File: src/hw/rtl/mig_pkg.sv
// ----------------------------------------------------------------------------
// Mapped input glitch filter package
// Widths, register map constants and reset values shared by the block.
// ----------------------------------------------------------------------------
`default_nettype none

package mig_pkg;

  localparam int NUM_EXPANDERS_DEF     = 4;
  localparam int PINS_PER_EXPANDER_DEF = 16;

  localparam int NUM_INPUTS = 64;
  localparam int IDX_W      = 6;
  localparam int NUM_W      = 7;
  localparam int EXP_W      = 2;
  localparam int PIN_MASK_W = 16;
  localparam int QUERY_W    = 8;
  localparam int MAP_W      = 48;
  localparam int NUM_REGS   = 8;
  localparam int REG_SEL_W  = 3;
  localparam int APB_AW     = 6;
  localparam int APB_DW     = 64;

  localparam logic REQ_REPORT = 1'b0;
  localparam logic REQ_QUERY  = 1'b1;
  localparam logic KIND_EVENT = 1'b0;
  localparam logic KIND_REPLY = 1'b1;

  localparam logic [MAP_W-1:0] MAP_RESET [NUM_REGS] = '{
    48'd158644374628807, 48'd15602039525408,
    48'd176515802786767, 48'd60280607257258,
    48'd230130082999767, 48'd87087747896368,
    48'd248001511157727, 48'd131766315628218
  };

endpackage

`default_nettype wire

File: src/hw/rtl/mig_item_if.sv
// ----------------------------------------------------------------------------
// Request channel
// Valid/ready channel carrying snapshot reports and read queries.
// ----------------------------------------------------------------------------
`default_nettype none

interface mig_item_if;
  import mig_pkg::*;

  logic                  valid;
  logic                  ready;
  logic                  req_type;
  logic [EXP_W-1:0]      expander_index;
  logic [PIN_MASK_W-1:0] changed_mask;
  logic [PIN_MASK_W-1:0] pin_values;
  logic [QUERY_W-1:0]    query_input;

  modport source (
    output valid, req_type, expander_index, changed_mask, pin_values, query_input,
    input  ready
  );

  modport sink (
    input  valid, req_type, expander_index, changed_mask, pin_values, query_input,
    output ready
  );

endinterface

`default_nettype wire

File: src/hw/rtl/mig_result_if.sv
// ----------------------------------------------------------------------------
// Result channel
// Valid/ready channel carrying filter events and query replies.
// ----------------------------------------------------------------------------
`default_nettype none

interface mig_result_if;
  import mig_pkg::*;

  logic             valid;
  logic             ready;
  logic             kind;
  logic [NUM_W-1:0] input_number;
  logic             level;
  logic             last;

  modport source (
    output valid, kind, input_number, level, last,
    input  ready
  );

  modport sink (
    input  valid, kind, input_number, level, last,
    output ready
  );

endinterface

`default_nettype wire

File: src/hw/rtl/mig_ram.sv
// ----------------------------------------------------------------------------
// Generic RAM
// One write port and one read port with registered read data.
// ----------------------------------------------------------------------------
`default_nettype none

module mig_ram #(
  parameter int WIDTH = 2,
  parameter int DEPTH = 64
) (
  input  wire logic                     clk,
  input  wire logic                     we,
  input  wire logic [$clog2(DEPTH)-1:0] waddr,
  input  wire logic [WIDTH-1:0]         wdata,
  input  wire logic [$clog2(DEPTH)-1:0] raddr,
  output logic      [WIDTH-1:0]         rdata
);

  logic [WIDTH-1:0] mem [DEPTH];

  always_ff @(posedge clk) begin
    if (we) begin
      mem[waddr] <= wdata;
    end
    rdata <= mem[raddr];
  end

endmodule

`default_nettype wire

File: src/hw/rtl/mig_cfg.sv
// ----------------------------------------------------------------------------
// Pin map registers
// APB-style register file holding the pin to input map of each expander.
// ----------------------------------------------------------------------------
`default_nettype none

module mig_cfg #(
  parameter int NUM_EXPANDERS = mig_pkg::NUM_EXPANDERS_DEF
) (
  input  wire logic                                         clk,
  input  wire logic                                         rst,
  input  wire logic                                         psel,
  input  wire logic                                         penable,
  input  wire logic                                         pwrite,
  input  wire logic [mig_pkg::APB_AW-1:0]                   paddr,
  input  wire logic [mig_pkg::APB_DW-1:0]                   pwdata,
  output logic      [mig_pkg::APB_DW-1:0]                   prdata,
  output logic                                              pready,
  output logic      [2*NUM_EXPANDERS-1:0][mig_pkg::MAP_W-1:0] map
);
  import mig_pkg::*;

  localparam int NUM_MAP = 2 * NUM_EXPANDERS;

  logic [REG_SEL_W-1:0] sel;
  logic                 sel_ok;

  assign sel    = paddr[APB_AW-1:APB_AW-REG_SEL_W];
  assign sel_ok = {1'b0, sel} < (REG_SEL_W + 1)'(NUM_MAP);
  assign pready = 1'b1;

  always_ff @(posedge clk) begin
    if (rst) begin
      for (int i = 0; i < NUM_MAP; i++) begin
        map[i] <= MAP_RESET[i];
      end
    end else if (psel && penable && pwrite && sel_ok) begin
      map[sel] <= pwdata[MAP_W-1:0];
    end
  end

  always_comb begin
    prdata = '0;
    if (sel_ok) begin
      prdata = {{(APB_DW-MAP_W){1'b0}}, map[sel]};
    end
  end

endmodule

`default_nettype wire

File: src/hw/rtl/mig_scan.sv
// ----------------------------------------------------------------------------
// Pin scan engine
// Shifts a report one pin per step, updates the filters and answers queries.
// ----------------------------------------------------------------------------
`default_nettype none

module mig_scan #(
  parameter int NUM_EXPANDERS     = mig_pkg::NUM_EXPANDERS_DEF,
  parameter int PINS_PER_EXPANDER = mig_pkg::PINS_PER_EXPANDER_DEF
) (
  input  wire logic                                           clk,
  input  wire logic                                           rst,
  input  wire logic [2*NUM_EXPANDERS-1:0][mig_pkg::MAP_W-1:0] map,
  mig_item_if.sink                                            item,
  mig_result_if.source                                        result
);
  import mig_pkg::*;

  localparam int NUM_MAP   = 2 * NUM_EXPANDERS;
  localparam int MAP_SEL_W = (NUM_MAP > 1) ? $clog2(NUM_MAP) : 1;
  localparam int CNT_W     = $clog2(PINS_PER_EXPANDER + 1);

  typedef enum logic [4:0] {
    ST_IDLE  = 5'b00001,
    ST_SCAN  = 5'b00010,
    ST_UPD   = 5'b00100,
    ST_LOOK  = 5'b01000,
    ST_QRY   = 5'b10000
  } state_t;

  state_t                   state;
  logic [PINS_PER_EXPANDER-1:0] mask_sr;
  logic [PINS_PER_EXPANDER-1:0] val_sr;
  logic [2*MAP_W-1:0]       map_sr;
  logic [CNT_W-1:0]         cnt;
  logic [IDX_W-1:0]         idx;
  logic                     sample;
  logic                     q_ok;
  logic [NUM_W-1:0]         q_num;
  logic                     pend_valid;
  logic [NUM_W-1:0]         pend_num;
  logic                     pend_level;
  logic                     out_valid;
  logic                     out_kind;
  logic [NUM_W-1:0]         out_num;
  logic                     out_level;
  logic                     out_last;
  logic [NUM_INPUTS-1:0]    vld;

  logic                     ram_we;
  logic [IDX_W-1:0]         ram_raddr;
  logic [1:0]               ram_wdata;
  logic [1:0]               ram_rdata;
  logic [1:0]               entry;
  logic                     filt_next;
  logic                     change;
  logic                     slot_free;
  logic                     upd_go;
  logic [2:0]               map_sel;
  logic                     exp_ok;

  assign slot_free = !out_valid || result.ready;
  assign entry     = vld[idx] ? ram_rdata : 2'b00;
  assign filt_next = sample ? (entry[1] || entry[0]) && (entry[1] || !entry[0]) ?
                     (entry[1] ? 1'b1 : entry[0]) : entry[0] : 1'b0;
  assign change    = filt_next != entry[0];
  assign upd_go    = (state == ST_UPD) && (!change || !pend_valid || slot_free);
  assign ram_we    = upd_go;
  assign ram_wdata = {sample, filt_next};
  assign ram_raddr = (state == ST_SCAN) ? map_sr[IDX_W-1:0] : idx;
  assign map_sel   = {item.expander_index, 1'b0};
  assign exp_ok    = {1'b0, item.expander_index} < (EXP_W + 1)'(NUM_EXPANDERS);

  assign item.ready          = (state == ST_IDLE);
  assign result.valid        = out_valid;
  assign result.kind         = out_kind;
  assign result.input_number = out_num;
  assign result.level        = out_level;
  assign result.last         = out_last;

  mig_ram #(
    .WIDTH (2),
    .DEPTH (NUM_INPUTS)
  ) u_ram (
    .clk   (clk),
    .we    (ram_we),
    .waddr (idx),
    .wdata (ram_wdata),
    .raddr (ram_raddr),
    .rdata (ram_rdata)
  );

  always_ff @(posedge clk) begin
    if (rst) begin
      state      <= ST_IDLE;
      pend_valid <= 1'b0;
      out_valid  <= 1'b0;
      vld        <= '0;
    end else begin
      if (result.ready) begin
        out_valid <= 1'b0;
      end
      case (state)
        ST_IDLE: begin
          if (item.valid) begin
            if (item.req_type == REQ_QUERY) begin
              state <= ST_LOOK;
            end else if (exp_ok) begin
              state <= ST_SCAN;
            end
          end
        end
        ST_SCAN: begin
          if (cnt == '0) begin
            if (!pend_valid) begin
              state <= ST_IDLE;
            end else if (slot_free) begin
              out_valid  <= 1'b1;
              out_kind   <= KIND_EVENT;
              out_num    <= pend_num;
              out_level  <= pend_level;
              out_last   <= 1'b1;
              pend_valid <= 1'b0;
              state      <= ST_IDLE;
            end
          end else if (mask_sr[0]) begin
            state <= ST_UPD;
          end
        end
        ST_UPD: begin
          if (upd_go) begin
            vld[idx] <= 1'b1;
            state    <= ST_SCAN;
            if (change) begin
              if (pend_valid) begin
                out_valid <= 1'b1;
                out_kind  <= KIND_EVENT;
                out_num   <= pend_num;
                out_level <= pend_level;
                out_last  <= 1'b0;
              end
              pend_valid <= 1'b1;
              pend_num   <= {1'b0, idx} + NUM_W'(1);
              pend_level <= filt_next;
            end
          end
        end
        ST_LOOK: begin
          state <= ST_QRY;
        end
        ST_QRY: begin
          if (slot_free) begin
            out_valid <= 1'b1;
            out_kind  <= KIND_REPLY;
            out_num   <= q_ok ? q_num : '0;
            out_level <= q_ok ? entry[1] : 1'b0;
            out_last  <= 1'b1;
            state     <= ST_IDLE;
          end
        end
        default: begin
          state <= ST_IDLE;
        end
      endcase
    end
  end

  always_ff @(posedge clk) begin
    if (state == ST_IDLE && item.valid) begin
      mask_sr <= item.changed_mask[PINS_PER_EXPANDER-1:0];
      val_sr  <= item.pin_values[PINS_PER_EXPANDER-1:0];
      map_sr  <= {map[map_sel[MAP_SEL_W-1:0] + MAP_SEL_W'(1)], map[map_sel[MAP_SEL_W-1:0]]};
      cnt     <= CNT_W'(PINS_PER_EXPANDER);
      idx     <= item.query_input[IDX_W-1:0] - IDX_W'(1);
      q_num   <= item.query_input[NUM_W-1:0];
      q_ok    <= (item.query_input != '0) &&
                 (item.query_input <= QUERY_W'(NUM_INPUTS));
    end else if (state == ST_SCAN && cnt != '0) begin
      mask_sr <= mask_sr >> 1;
      val_sr  <= val_sr >> 1;
      map_sr  <= map_sr >> IDX_W;
      cnt     <= cnt - CNT_W'(1);
      if (mask_sr[0]) begin
        idx    <= map_sr[IDX_W-1:0];
        sample <= val_sr[0];
      end
    end
  end

endmodule

`default_nettype wire

File: src/hw/rtl/mapped_input_glitch_filter_core.sv
// ----------------------------------------------------------------------------
// Mapped input glitch filter core
// The item channel takes expander snapshot reports and raw level queries.
// Each reported pin is mapped through the APB pin map to one of 64 inputs.
// A per-input filter rises after two high samples in a row and falls on the
// first low sample; every filter change leaves on the result channel as an
// event, the final result of a request carrying last.
// A report is accepted, then the pin shift registers step through the pins;
// each masked pin adds a read then a write of the filter RAM, and a final
// step closes the scan. A query is accepted, reads the RAM, then replies.
// One event is held back until the scan knows whether another follows, so
// the last flag is exact. A stalled receiver holds the output register; the
// scan stops when a further event or the held final event needs the output,
// and a query reply waits for it as well.
// Reset restores the stock map and clears all filter state at once through
// per-input valid bits; no clearing pass is needed.
// ----------------------------------------------------------------------------
`default_nettype none

module mapped_input_glitch_filter_core #(
  parameter int NUM_EXPANDERS     = mig_pkg::NUM_EXPANDERS_DEF,
  parameter int PINS_PER_EXPANDER = mig_pkg::PINS_PER_EXPANDER_DEF
) (
  input  wire logic                       clk,
  input  wire logic                       rst,
  input  wire logic                       psel,
  input  wire logic                       penable,
  input  wire logic                       pwrite,
  input  wire logic [mig_pkg::APB_AW-1:0] paddr,
  input  wire logic [mig_pkg::APB_DW-1:0] pwdata,
  output logic      [mig_pkg::APB_DW-1:0] prdata,
  output logic                            pready,
  mig_item_if.sink                        item,
  mig_result_if.source                    result
);
  import mig_pkg::*;

  logic [2*NUM_EXPANDERS-1:0][MAP_W-1:0] map;

  mig_cfg #(
    .NUM_EXPANDERS (NUM_EXPANDERS)
  ) u_cfg (
    .clk     (clk),
    .rst     (rst),
    .psel    (psel),
    .penable (penable),
    .pwrite  (pwrite),
    .paddr   (paddr),
    .pwdata  (pwdata),
    .prdata  (prdata),
    .pready  (pready),
    .map     (map)
  );

  mig_scan #(
    .NUM_EXPANDERS     (NUM_EXPANDERS),
    .PINS_PER_EXPANDER (PINS_PER_EXPANDER)
  ) u_scan (
    .clk    (clk),
    .rst    (rst),
    .map    (map),
    .item   (item),
    .result (result)
  );

endmodule

`default_nettype wire

File: src/flat_wrapper.sv
// flat-port wrapper written by rule: the top's interface ports become plain ports
module mapped_input_glitch_filter_core_flat import mig_pkg::*;
#(
  parameter int NUM_EXPANDERS     = mig_pkg::NUM_EXPANDERS_DEF,
  parameter int PINS_PER_EXPANDER = mig_pkg::PINS_PER_EXPANDER_DEF
)
  (clk, rst, psel, penable, pwrite, paddr, pwdata, prdata, pready, item_valid, item_req_type, item_expander_index, item_changed_mask, item_pin_values, item_query_input, item_ready, result_valid, result_kind, result_input_number, result_level, result_last, result_ready);
  mig_item_if item_i ();
  mig_result_if result_i ();
  input  wire logic clk;
  input  wire logic rst;
  input  wire logic psel;
  input  wire logic penable;
  input  wire logic pwrite;
  input  wire logic [mig_pkg::APB_AW-1:0] paddr;
  input  wire logic [mig_pkg::APB_DW-1:0] pwdata;
  output logic      [mig_pkg::APB_DW-1:0] prdata;
  output logic pready;
  input wire logic [$bits(item_i.valid)-1:0] item_valid;
  input wire logic [$bits(item_i.req_type)-1:0] item_req_type;
  input wire logic [$bits(item_i.expander_index)-1:0] item_expander_index;
  input wire logic [$bits(item_i.changed_mask)-1:0] item_changed_mask;
  input wire logic [$bits(item_i.pin_values)-1:0] item_pin_values;
  input wire logic [$bits(item_i.query_input)-1:0] item_query_input;
  output wire logic [$bits(item_i.ready)-1:0] item_ready;
  output wire logic [$bits(result_i.valid)-1:0] result_valid;
  output wire logic [$bits(result_i.kind)-1:0] result_kind;
  output wire logic [$bits(result_i.input_number)-1:0] result_input_number;
  output wire logic [$bits(result_i.level)-1:0] result_level;
  output wire logic [$bits(result_i.last)-1:0] result_last;
  input wire logic [$bits(result_i.ready)-1:0] result_ready;
  assign item_i.valid = item_valid;
  assign item_i.req_type = item_req_type;
  assign item_i.expander_index = item_expander_index;
  assign item_i.changed_mask = item_changed_mask;
  assign item_i.pin_values = item_pin_values;
  assign item_i.query_input = item_query_input;
  assign item_ready = item_i.ready;
  assign result_valid = result_i.valid;
  assign result_kind = result_i.kind;
  assign result_input_number = result_i.input_number;
  assign result_level = result_i.level;
  assign result_last = result_i.last;
  assign result_i.ready = result_ready;
  mapped_input_glitch_filter_core #(.NUM_EXPANDERS(NUM_EXPANDERS), .PINS_PER_EXPANDER(PINS_PER_EXPANDER)) u_core (.clk(clk), .rst(rst), .psel(psel), .penable(penable), .pwrite(pwrite), .paddr(paddr), .pwdata(pwdata), .prdata(prdata), .pready(pready), .item(item_i), .result(result_i));
endmodule
File: config.mk
export PLATFORM = sky130hd
export DESIGN_NAME = mapped_input_glitch_filter_core_flat
export DESIGN_NICKNAME = d
export VERILOG_FILES = /design/src/hw/rtl/mig_pkg.sv /design/src/hw/rtl/mig_item_if.sv /design/src/hw/rtl/mig_result_if.sv /design/src/hw/rtl/mig_ram.sv /design/src/hw/rtl/mig_cfg.sv /design/src/hw/rtl/mig_scan.sv /design/src/hw/rtl/mapped_input_glitch_filter_core.sv /design/src/flat_wrapper.sv
export SDC_FILE = /design/constraint.sdc
export NUM_CORES = 2
export LEC_CHECK = 0
export ABC_AREA = 1
export BUFFER_PORTS_ARGS = -buffer_cell sky130_fd_sc_hd__clkbuf_2
export CAP_MARGIN = 10
export CELL_PAD_IN_SITES_DETAIL_PLACEMENT = 0
export CELL_PAD_IN_SITES_GLOBAL_PLACEMENT = 1
export CORE_AREA = 2 2 337 339
export DETAILED_ROUTE_END_ITERATION = 6
export DIE_AREA = 0 0 339 341
export PLACE_DENSITY_LB_ADDON = 0.25
export SYNTH_ARGS = -nofsm -noshare
export SYNTH_HDL_FRONTEND = slang
export SYNTH_SLANG_ARGS = --single-unit
export TNS_END_PERCENT = 5
File: constraint.sdc
create_clock -name clk -period 4.38 [get_ports clk]
set_clock_uncertainty 0.05 [all_clocks]
set_input_delay 0.219 -clock clk [delete_from_list [all_inputs] [get_ports clk]]
set_output_delay 0.219 -clock clk [all_outputs]
set_load 0.01 [all_outputs]
Word-level counts from Yosys, hierarchy flattened
Memory sizes are Yosys's and may differ from the RTL's. A register that Yosys moved wholly into a read port is not among the register bits.
Cells that the tools add are included.
{"block": "totals", "ff_bits": 621, "mem_bits_rw": 128, "inputBits": 120, "out_inout_bits": 77, "elab_cells": 170, "memories": 1}
{"name": "u_core.u_scan.u_ram.mem", "words": 64, "width": 2, "read_ports": 1, "rd_clocked_by_memory_dff": 1, "write_ports": 1, "line": "mig_ram.sv:19", "source": "logic [WIDTH-1:0] mem [DEPTH];"}
{"block": "classes", "addsub": 4, "order_cmp": 7, "n_eq_ne": 15, "n_mux": 81, "n_bitwise": 3, "reduce_logical": 33}
{"op": "$bwmux W384", "count": 1}
{"op": "$bmux W48 S3", "count": 2}
{"op": "$mux W48", "count": 4}
{"op": "$mux W96", "count": 2}
{"op": "$demux W48 S3", "count": 1}
{"op": "$bmux W48 S2", "count": 1}
{"op": "$mux W16", "count": 4}
{"op": "$or A64 B64 Y64", "count": 1}
{"op": "$mux W7", "count": 8}
{"op": "$mux W1", "count": 37}
{"op": "$mux W5", "count": 6}
{"op": "$pmux W5 S5", "count": 1}
{"op": "$mux W6", "count": 4}
{"op": "$pmux W7 S3", "count": 1}
{"op": "$ne A2 B2 Y1 const B", "count": 8}
{"op": "$lt A3 B4 Y1 const B", "count": 3}
{"op": "$pmux W1 S3", "count": 4}
{"op": "$logic_and A1 B1 Y1", "count": 9}
{"op": "$reduce_and A9 Y1", "count": 1}
{"op": "$le A8 B7 Y1 const B", "count": 1}
{"op": "$reduce_and A4 Y1", "count": 2}
{"op": "$reduce_bool A8 Y1", "count": 1}
{"op": "$add A6 B1 Y7 const B", "count": 1}
{"op": "$lt A6 B7 Y1 const B", "count": 1}
{"op": "27 further kinds", "count": 39}

Depth between registers and ports, before layout
{"block": "logic_depth", "ltp_word": 15, "mapped_depth": 17, "depth_no_buf": 15}

Hierarchy
Synthesis repeated with hierarchy kept, for this count alone.
{"block": "hier_totals", "cells_unflattened": 5369, "hier_area_um2": 37582.3}
{"module": "mig_cfg", "n_inst": 1, "cells_each": 3051, "area_each_um2": 18660.4, "seq_area_each_um2": 7687.4}
{"module": "mig_scan", "n_inst": 1, "cells_each": 1781, "area_each_um2": 13276.5, "seq_area_each_um2": 6356.1}
{"module": "mig_ram", "n_inst": 1, "cells_each": 537, "area_each_um2": 5645.4, "seq_area_each_um2": 3883.7}

Worst setup path before layout
Ideal clock, no wire load.
{"block": "synth_path", "path_type": "register -> register", "from": "register u_core.u_scan.state[2]", "to": "register u_core.u_scan.map_sr[0], enable pin", "setup_ns": 0.492, "arrival_time_ns": 4.442, "required_ns": 3.838, "slack_ns": -0.604, "path_stages_with_launch": 10, "path_buffers": 2, "period_less_slack_ns": 4.984, "cell_sequence": "dfxtp_1 > nor2_2 > nand2_1 > nor3_1 > inv_1 > nor2_1 > inv_1 > clkbuf_1 > clkbuf_1 > nand2_1"}
{"block": "synth_between", "elab_chain_len": 3, "word_cells_on_any_way": 5, "classes_between": "eq/ne: 2; reduce/logical: 3"}
{"item": "start, declared", "line": "mig_scan.sv:31", "source": "state_t state;"}
{"item": "start signal, assigned", "line": "mig_scan.sv:95", "source": "state <= ST_IDLE;"}
{"item": "start signal, assigned", "line": "mig_scan.sv:107", "source": "state <= ST_LOOK;"}
{"item": "start signal, assigned", "line": "mig_scan.sv:109", "source": "state <= ST_SCAN;"}
{"item": "$eq A5 B1 Y1"}
{"item": "net item_ready", "line": "flat_wrapper.sv:25", "source": "output wire logic [$bits(item_i.ready)-1:0] item_ready;"}
{"item": "$logic_and A1 B1 Y1", "line": "mig_scan.sv:169", "source": "if (state == ST_IDLE && item.valid) begin"}
{"item": "$reduce_bool A2 Y1 (no source line)"}
{"item": "end signal, assigned", "line": "mig_scan.sv:172", "source": "map_sr <= {map[map_sel[MAP_SEL_W-1:0] + MAP_SEL_W'(1)], map[map_sel[MAP_SEL_W-1:0]]};"}
{"item": "end signal, assigned", "line": "mig_scan.sv:181", "source": "map_sr <= map_sr >> IDX_W;"}
{"item": "end, declared", "line": "mig_scan.sv:34", "source": "logic [2*MAP_W-1:0] map_sr;"}
The timed path passes the listed nets, and every way through them passes these cells.
A chain may end at the register's enable or synchronous reset.

Worst setup path after layout
{"block": "layout_path", "from": "register u_core.u_scan.idx[0]", "to": "memory u_core.u_scan.u_ram.mem[18][0], enable pin"}
{"block": "layout_between", "elab_chain_len": 15, "word_cells_on_any_way": 17, "classes_between": "eq/ne: 1; mux: 8; reduce/logical: 8"}
{"item": "start, declared", "line": "mig_scan.sv:36", "source": "logic [IDX_W-1:0] idx;"}
{"item": "start signal, assigned", "line": "mig_scan.sv:174", "source": "idx <= item.query_input[IDX_W-1:0] - IDX_W'(1);"}
{"item": "start signal, assigned", "line": "mig_scan.sv:184", "source": "idx <= map_sr[IDX_W-1:0];"}
{"item": "$bmux W1 S6", "line": "mig_scan.sv:63", "source": "assign entry = vld[idx] ? ram_rdata : 2'b00;"}
{"item": "$mux W1 (implied by the code)", "line": "mig_scan.sv:63"}
{"item": "$mux W2", "line": "mig_scan.sv:63"}
{"item": "$logic_not A1 Y1", "line": "mig_scan.sv:64", "source": "assign filt_next = sample ? (entry[1] || entry[0]) && (entry[1] || !entry[0]) ?"}
{"item": "$logic_or A1 B1 Y1", "line": "mig_scan.sv:64"}
{"item": "$logic_and A1 B1 Y1", "line": "mig_scan.sv:64"}
{"item": "$mux W1 (2 in a row)", "line": "mig_scan.sv:64"}
{"item": "$ne A1 B1 Y1", "line": "mig_scan.sv:66", "source": "assign change = filt_next != entry[0];"}
{"item": "$logic_not A1 Y1", "line": "mig_scan.sv:67", "source": "assign upd_go = (state == ST_UPD) && (!change || !pend_valid || slot_free);"}
{"item": "$logic_or A1 B1 Y1 (2 in a row)", "line": "mig_scan.sv:67"}
{"item": "$logic_and A1 B1 Y1", "line": "mig_scan.sv:67"}
{"item": "$mux W1", "line": "mig_ram.sv:22", "source": "if (we) begin"}
{"item": "$mux W1 (implied by the code)", "line": "mig_ram.sv:23", "source": "mem[waddr] <= wdata;"}
{"item": "end, declared", "line": "mig_ram.sv:19"}
Several ways; a longest one is shown, not always the timed one. The select of a mux whose other input is x is not followed.

==> key figures <==
Run status
  – Status: completed

Clock network
  – H-tree Lvls: 3
  – Root cell of the clock tree: clkbuf_16
  – CTS resizes: 0
  – CTS buffer count: 91
  – Clock transition at path regs: 0.06 ns
  – CTS tree: built
  – Total clock sinks: between 700 and 800
  – Skew-Pair Late Insertion Delay: roughly 0.67 ns
  – Post-CTS Setup Repair Bufs: 0
  – Max clock buf depth: 3

Logic synthesis
  – Syn avg cell area: 7.98 µm²
  – Post-synth top area share: 26.8%
  – Top FF cell, synth: dfxtp_1
  – Synth top cells by count: nand2_1 (815), o21ai_0 (632), dfxtp_1 (462)
  – Sequential fraction of the synthesis area: 52.0%
  – Cell variety after synth: 44
  – Cell with the most instances after synthesis: nand2_1
  – EDFF count, synth: between 200 and 300
  – Synth Warn #: 0
  – Ys async rst share: 0%
  – Synth Cell Area: 0.0345 mm²
  – Cell count after synthesis: 4,321
  – Synth top area cells: dfxtp_1 (27%), edfxtp_1 (25%), o21ai_0 (9.2%)
  – Synthesized flop and latch total: 751
  – Largest area contributor in the netlist: dfxtp_1

Timing
  – Final Slew Violations: 0
  – Relative slew slack: between 20% and 30%
  – Final number of setup-violating endpoints: 0
  – RSZ-0062 raised after global routing: no
  – Final hold vios: 0
  – Tmin final: 3.41 ns
  – Worst slew pin tran: 1.12 ns
  – Fin crit share: a little under 80%
  – Setup tns final: 0 ns
  – Fmax: 293 MHz

Floorplan
  – Chip height: 341 µm
  – Initial Util: between 30% and 40%
  – Core Area: between 0.1 and 0.15 mm²
  – Horiz. Die Dim: 339 µm
  – Num rows: about 120
  – Die area: 0.116 mm²
  – # IOs: 197

Power
  – Combinational share of power: around 16%
  – Total power: between 0.015 and 0.02 W
  – Sw Share: 29.2%
  – P_sw: 0.00556 W
  – Pwr Density: 470 mW/mm²
  – Reg power frac: 42.6%
  – LEAKAGE: ~16 nW
  – Maximum VDD drop: 282 µV
  – Clock network power share: 41.5%
  – P_int: 0.0134 W

Global routing
  – GR Util All Layers: 22.0%
  – Initial antenna violation count: 10
  – Pin count of the biggest net entering global routing: 159
  – GRT overflow: 0
  – Global-route wire length before repair: 193 mm
  – Vias in the first global route: between 20,000 and 30,000

Critical path
  – Critical Path Fanout Max: 22
  – Startpoint types: flop
  – Crit path max-delay family: simple AND/OR/NAND/NOR gates
  – WP data required: between 4 and 5 ns
  – Crit-path cells: inv_2 > buf_4 > nand2_1 > nand3_1 > nand2_1 > o21ai_0 > nand2_1 > nor2_1 > nand2_2 > nand3_1 > nand2_2 > nand3_2 > nand2_4 > inv_2 > nand2_1 > nor2_1
  – Slowest Stage Delay on Critical Path: 0.57 ns
  – Critical path type: reg -> reg
  – Crit path DAT: 3.70 ns
  – CP max stage cell: edfxtp_1
  – CP most frequent cell: nand2_1
  – CP endpoint kind: flop
  – Number of buffers and inverters on the critical path: 3

Cells and area
  – Area occupied by multi-input gates: ~0.014 mm²
  – Area Growth Syn to Fin: 17.3%
  – FF/Latch Area: about 0.018 mm²
  – Layout net count: 4,505
  – Filler cells: 11,700
  – Layout cell share with drive strength beyond 1: 9.51%

Detailed routing
  – Initial DRT Pass Iterations: 6
  – Initial DRC Count: 2,990
  – DRC: 0
  – ANT nets after route: 0
  – Total Wirelength: 131 mm
  – DR WL/cell: 22.0 µm
  – Vias/cell: 5.14
  – Vias after detailed routing: 30,600

Worst hold path
  – Worst Hold Class: in -> reg

Place
  – IO Port Bufs: 160
  – Gpl congestion: 0.784
  – Post-DP HPWL: 74.3 mm

Run
  – MaxCap Viol Count: 0
[flip-flops by register name, indices dropped and copies added, names as in the netlist]
| name | count |
|---|---|
| u_core.u_scan.map_sr | 96 |
| u_core.u_scan.pend_level | 1 |
| u_core.u_scan.state | 5 |
| u_core.u_scan.u_ram.mem | 128 |
| u_core.u_scan.result.level | 1 |
| u_core.u_scan.idx | 6 |
| u_core.u_cfg.map | 384 |
| u_core.u_scan.result.kind | 1 |
| u_core.u_scan.result.valid | 1 |
| u_core.u_scan.sample | 1 |
| u_core.u_scan.val_sr | 16 |
| u_core.u_scan.pend_valid | 1 |
| u_core.u_scan.result.input_number | 7 |
| u_core.u_scan.q_ok | 1 |
| u_core.u_scan.q_num | 7 |
| u_core.u_scan.result.last | 1 |
| u_core.u_scan.cnt | 5 |
| u_core.u_scan.u_ram.rdata | 2 |
| u_core.u_scan.mask_sr | 16 |
| u_core.u_scan.vld | 64 |
| u_core.u_scan.pend_num | 7 |
[power by group through the flow]
| stage | Sequential, W | Combinational (W) | Clock (W) |
|---|---|---|---|
| CTS | 0.00809 | 0.00307 | 0.00802 |
| global placement | 0.00823 | 0.00299 | 0 |
| finish | 0.00809 | 0.00303 | 0.00788 |
| detailed placement | 0.00824 | 0.00299 | 0 |
| floorplan | 0.00815 | 0.00184 | 0 |
| global route | 0.00813 | 0.00336 | 0.00828 |
[placed cells by master, fill, tap and decap left out, types with 8 or more instances in the layout]
cell type	n
a21oi_1	350
o211ai_1	66
nor3_1	14
a221oi_1	55
clkbuf_2	157
inv_1	302
edfxtp_1	289
o2111ai_1	31
clkinv_2	12
bufinv_16	10
inv_2	20
o22ai_1	49
dlygate4sd3_1	93
o21ai_0	631
o21a_1	37
nand3_1	274
clkinv_1	11
a22oi_1	39
clkbuf_1	22
conb_1	17
nand4_1	21
nor2_1	419
clkbuf_8	14
buf_4	68
clkbuf_16	93
nand2_1	814
dfxtp_1	462
o21bai_1	8
o21ai_1	9
nor2_4	10
[final timing paths]
kind | startpoint | end | slack [ns] | depth (start not counted)
setup / recovery | u_core.u_scan.idx[0] | u_core.u_scan.u_ram.mem[18][0] | 0.97 | 16
hold / removal | item_query_input[5] | u_core.u_scan.q_num[5] | 0.27 | 2
setup reg to reg | u_core.u_scan.idx[0] | u_core.u_scan.u_ram.mem[18][0] | 0.97 | 16
hold reg to reg | u_core.u_scan.vld[51] | u_core.u_scan.vld[51] | 0.41 | 2
[area by class of cell]
class	instances	area share [%]
Inverter	326	3.07
Timing Repair Buffer	325	5.86
Sequential cell	751	44.3
Tap cell	1500	4.64
Clock buffer	129	6.44
Multi-Input combinational cell	2887	34.5
Clock inverter	40	1.18
Antenna cell	4	0.0248
[metrics by stage]
| step | utilization [%] | instance area (µm²) | hold WS, ns | instances | worst slack, ns |
|---|---|---|---|---|---|
| finish | 36.1 | 40400 | 0.274 | 5962 | 0.971 |
| global route | 36.1 | 40400 | 0.263 | 5960 | 0.578 |
| CTS | 36.1 | 40400 | 0.225 | 5958 | 0.882 |
| detailed placement | 32.5 | 36400 | 0.387 | 5696 | 0.885 |
| global placement | 32.5 | 36400 | 0.387 | 5696 | 0.931 |
| floorplan | - | 34500 | 0.268 | 4336 | 0.589 |
[metal layers]
metal / wire [µm] / global-route usage (%) / part of all wire (%)
met5: 69 / 0 / 0.053
met2: 61300 / 36.5 / 47
met4: 3990 / 7.19 / 3.0
met1: 57700 / 29.4 / 44
met3: 7960 / 3.30 / 6.1
[kinds of logic (layout without fill, tap and decap cells)]
family,after synthesis,after routing,share of synthesized area (%)
AO/OA/AOI/OAI,1282,1282,20.9
XOR/XNOR,7,7,0.178
adder cells (fa/ha/maj),3,3,0.109
buffers and inverters,698,820,8.17
flip-flops,751,751,52.0
other,2,21,0.0218
AND/OR/NAND/NOR,1578,1578,18.6
[what timing repair did]
action                                  CTS  global route
hold buffers                             93             0
endpoints found under the setup margin    0             0
hold endpoints to repair                434             0
(Power assumes the default switching activity.)
